`config.mk`:
```
export PLATFORM = sky130hd
export DESIGN_NAME = voc_div
export DESIGN_NICKNAME = d
export VERILOG_FILES = /design/src/design/voc_pkg.sv /design/src/design/voc_div.sv
export SDC_FILE = /design/constraint.sdc
export NUM_CORES = 1
export LEC_CHECK = 0
export BUFFER_PORTS_ARGS = -buffer_cell sky130_fd_sc_hd__buf_4
export CORE_MARGIN = 2
export CORE_UTILIZATION = 64
export DETAILED_ROUTE_END_ITERATION = 6
export PLACE_DENSITY = 0.86
export SKIP_CTS_REPAIR_TIMING = 1
export SLEW_MARGIN = 20
export SYNTH_ARGS = -nofsm -noshare
export SYNTH_HDL_FRONTEND = slang
export SYNTH_SLANG_ARGS = --single-unit
```
`constraint.sdc`:
```
create_clock -name clk_i -period 8 [get_ports clk_i]
set_input_delay 1.6 -clock clk_i [delete_from_list [all_inputs] [get_ports clk_i]]
set_output_delay 1.6 -clock clk_i [all_outputs]
set_load 0.005 [all_outputs]
```
`src/design/voc_pkg.sv`:
```
// ----------------------------------------------------------------------------
// voc_pkg
// Shared sizes, modes and state codes of the vector overlap combiner.
// ----------------------------------------------------------------------------
`default_nettype none

package voc_pkg;

  localparam int MaxItems  = 64;
  localparam int CntW      = $clog2(MaxItems + 1);
  localparam int AddrW     = $clog2(MaxItems);
  localparam int CompW     = 32;
  localparam int SumW      = CompW + $clog2(MaxItems);
  localparam int DotW      = CompW + SumW + 2;
  localparam int NrmW      = 2 * SumW + 2;
  localparam int NumChunks = 3;
  localparam int ChunkW    = (DotW + NumChunks - 1) / NumChunks;
  localparam int MagPW     = NumChunks * ChunkW;
  localparam int NumW      = MagPW + SumW;
  localparam int DivCntW   = $clog2(NumW);

  typedef enum logic [1:0] {
    MODE_MAX = 2'd0,
    MODE_MIN = 2'd1,
    MODE_AVG = 2'd2,
    MODE_SUM = 2'd3
  } mode_e;

  typedef enum logic [3:0] {
    ST_LOAD,
    ST_CLOSE,
    ST_NORM,
    ST_NCHK,
    ST_SCAN_RD,
    ST_SCAN_MUL,
    ST_SCAN_CMP,
    ST_PICK,
    ST_SCALE,
    ST_DIV_GO,
    ST_DIV_WAIT,
    ST_EMIT
  } state_e;

endpackage

`default_nettype wire

```
`src/design/voc_div.sv`:
```
// ----------------------------------------------------------------------------
// voc_div
// Restoring divider, one quotient bit per cycle, rounded to nearest with
// halves away from zero.
// ----------------------------------------------------------------------------
`default_nettype none

module voc_div (
  input  wire logic                      clk_i,
  input  wire logic                      rst_ni,
  input  wire logic                      start_i,
  input  wire logic [voc_pkg::NumW-1:0]  num_i,
  input  wire logic [voc_pkg::NrmW-1:0]  den_i,
  output logic      [voc_pkg::NumW:0]    quot_o,
  output logic                           done_o
);
  import voc_pkg::*;

  logic               busy_q, rnd_q, done_q;
  logic [DivCntW-1:0] cnt_q;
  logic [NumW-1:0]    n_q, q_q;
  logic [NrmW-1:0]    d_q, r_q;
  logic [NrmW:0]      rs, rsub;
  logic               take;

  assign rs   = {r_q, n_q[NumW-1]};
  assign rsub = rs - {1'b0, d_q};
  assign take = rs >= {1'b0, d_q};

  always_ff @(posedge clk_i or negedge rst_ni) begin
    if (!rst_ni) begin
      busy_q <= 1'b0;
      rnd_q  <= 1'b0;
      done_q <= 1'b0;
      cnt_q  <= '0;
    end else begin
      done_q <= 1'b0;
      if (start_i) begin
        busy_q <= 1'b1;
        cnt_q  <= '0;
      end else if (busy_q) begin
        cnt_q <= cnt_q + 1'b1;
        if (cnt_q == DivCntW'(NumW - 1)) begin
          busy_q <= 1'b0;
          rnd_q  <= 1'b1;
        end
      end else if (rnd_q) begin
        rnd_q  <= 1'b0;
        done_q <= 1'b1;
      end
    end
  end

  always_ff @(posedge clk_i) begin
    if (start_i) begin
      n_q <= num_i;
      d_q <= den_i;
      r_q <= '0;
      q_q <= '0;
    end else if (busy_q) begin
      n_q <= {n_q[NumW-2:0], 1'b0};
      q_q <= {q_q[NumW-2:0], take};
      r_q <= take ? rsub[NrmW-1:0] : rs[NrmW-1:0];
    end else if (rnd_q) begin
      quot_o <= {1'b0, q_q} + ((({1'b0, r_q} << 1) >= {1'b0, d_q}) ? 1'b1 : 1'b0);
    end
  end

  assign done_o = done_q;

endmodule

`default_nettype wire

```
==> metrics.yaml <==
placement:
  gp_congestion: 0.946
  io_buffer_count: 302
  placed_area_um2: 28100
  dp_slack_ns: 2.28
  dp_hpwl_um: 42800
floorplan:
  die_y_um: 204
  die_w_um: 204
  fp-row-count: 73
  dieArea_um2: 41600
  io_pins: 303
  core_area_um2: 39500
  start_util_pct: 64.6
cells_and_area:
  final_area_um2: 29700
  areaGrowthSynthToFinish_pct: 16.3
  diodes: 0
  fill_cells: 2620
  fin_nets: 2957
  final_cell_mix: "buf_4 (310), edfxtp_1 (299), nor2_1 (273)"
  mostFrequentLayoutCell: "buf_4"
  drive_gt1_share_pct: 19.5
run:
  drv_cap: 0
detailed_routing:
  wire_per_inst_um: 18.6
  drc: 0
  vias_per_cell: 5.96
  firstDrtPassIters: 5
  drt_iter0_markers: 1322
  drtAntennaViolNets: 0
  wirelength_um: 60500
  vias: 19300
yosys:
  syn-num-nets: 2720
  synth_edf_count: 299
  yosys.area.top_type_share_pct: 35.1
  synthTopCellsByArea: "edfxtp_1 (35%), dfxtp_1 (15%), mux2_2 (4.9%), mux2i_1 (4.7%), xnor2_1 (4.1%)"
  ys_async_sr_fraction_pct: 2.01
  yosys_warnings: 0
  syn_area_per_cell_um2: 10.5
  synthFlopType: "edfxtp_1"
  ys_seq_area_share_pct: 50.8
  synth-seq-cells: 497
  synth_area_leader_cell: "edfxtp_1"
  netlist_instances: 2445
  ys_types: 89
  synth_area_um2: 25600
cts:
  tritoncts: "done"
  insertion_delay_ns: 0.61
  clockBufferDepth: 3
  clock-sinks: 497
  cts-root-buf: "clkbuf_16"
  numCtsBuffers: 50
  clkTransAtPathRegs_ns: 0.06
  cts_max_level: 2
timing:
  rsz0062_at_grt: "no"
  setup_violations: 0
  final_max_slew_viol_count: 0
  min_period_over_period_pct: 73.1
  fin_skew_ns: 0.0263
  fin_crit_ns: 5.85
  tightest_slew_ns: 1.10
  fmax_mhz: 171
  layout_setup_ws_ns: 2.15
  fin_setup_tns_ns: 0
  slew_headroom_pct: 26.9
  hold_viol_final: 0
pwr:
  leakagePower_uw: 0.0127
  ir_worst_vdd_v: 0.000229
  power_uw: 8130
  power_density_nw_per_um2: 273
setup_path:
  path_cells: "inv_1 > ha_1 > nand4_1 > nor4_1 > nand4_1 > nor4b_1 > o21ai_0 > nand2_1 > ha_1 > ha_1 > nand2_1 > nor3_4 > nand4_2 > or3_1 > or3_4 > nor3_2 > nand4_1 > xnor2_1"
  rrSetupSlack_ns: 2.15
  crit_path_end_kind: "flip-flop"
  r2r_end: "quot_o[86]"
  cp_slowest_cell: "nor4_1"
  worstReg2RegStart: "d_q[63]"
  worst_r2r_path_depth: 18
  startpoint_type: "flip-flop"
  crit_arrival_ns: 6.20
  path_class: "flip-flop to flip-flop"
  cp.required_ns: 8.35
  worst-path-max-fanout: 12
  cp-endpoint: "quot_o[86]"
  worstSetupStartpoint: "d_q[63]"
  critPathMaxStageDelay_ns: 0.68
global_route:
  antenna_found_initial: 1
  grt_pass1_vias: 18900
  grt.total_usage_pct: 28.7
  grt_pass1_wl_um: 96200
  grt_start_max_net_pins: 194
  gr-total-overflow: 0
worst_hold_path:
  hold_class: "flip-flop to flip-flop"
run_status:
  status: "finished, final reports clean"
[sequential cells by signal (all words and copies together) (netlist names)]
register,count
busy_q,1
d_q,78
rnd_q,1
quot_o,111
done_o,1
cnt_q,7
r_q,78
n_q,110
q_q,110
[layout make-up]
type | instances | area (µm²) | share of cell area (%)
Sequential cell | 497 | 13000 | 43.7
Inverter | 118 | 445 | 1.50
Clock inverter | 31 | 315 | 1.06
Tap cell | 525 | 657 | 2.21
Clock buffer | 62 | 1340 | 4.50
Multi-Input combinational cell | 1703 | 11600 | 39.1
Timing Repair Buffer | 312 | 2360 | 7.94
[per-stage QoR]
| step | hold slack [ns] | util, % | std cells |
|---|---|---|---|
| final | 0.503 | 75.2 | 3248 |
| after global routing | 0.522 | 75.2 | 3248 |
| after CTS | 0.501 | 75.2 | 3248 |
| after detailed placement | 0.488 | 71.0 | 3155 |
| after floorplan | 0.456 | - | 2445 |
| after global placement | 0.477 | 71.0 | 3155 |
[worst min-delay path by stage]
stage | to | start | cells past startpoint
global route | r_q[57] | r_q[57] | 2
CTS | r_q[38] | r_q[38] | 2
detailed placement | r_q[38] | r_q[38] | 2
floorplan | q_q[0] | q_q[0] | 2
global placement | q_q[0] | q_q[0] | 2
finish | r_q[45] | r_q[45] | 2
[routing by layer]
metal	global-route usage (%)	wire, µm	vias up
met5	0	19	-
met4	10.5	1930	2
met3	4.91	4110	134
met2	48.1	29200	682
met1	37.7	25200	9240
li1	-	-	9287
[synthesized netlist by cell type, types with 34 or more instances]
master / count
a211oi_1: 35
a21oi_1: 135
clkbuf_1: 85
dfxtp_1: 188
edfxtp_1: 299
ha_1: 83
inv_1: 118
mux2_2: 111
mux2i_1: 121
nand2_1: 171
nand3_1: 65
nand4_1: 61
nor2_1: 273
nor3_1: 34
o21ai_0: 113
xnor2_1: 119
xor2_1: 59
[kinds of logic after synthesis]
logic type / share of synthesized area, %
and+or+nand+nor: 13.9
adders and majority gates: 4.14
buffers and inverters: 3.73
AOI/OAI and AO/OA: 11.7
xor gates and xnor gates: 6.10
DFF: 50.8
muxes: 9.63
[where the power goes]
group,switching (µW),internal (µW),total [µW]
logic,1590,1050,2640
clock network,995,1350,2350
registers,165,2980,3140
[critical path, delay by kind of cell (launching register included)]
family	cells	cell delay, ns
AND/OR/NAND/NOR	12	3.91
AO/OA/AOI/OAI	1	0.18
flip-flops	1	0.34
buffers and inverters	1	0.05
XOR/XNOR	1	0.15
adder cells (fa/ha/maj)	3	0.95
No activity file was read; power rests on OpenSTA's default activity.
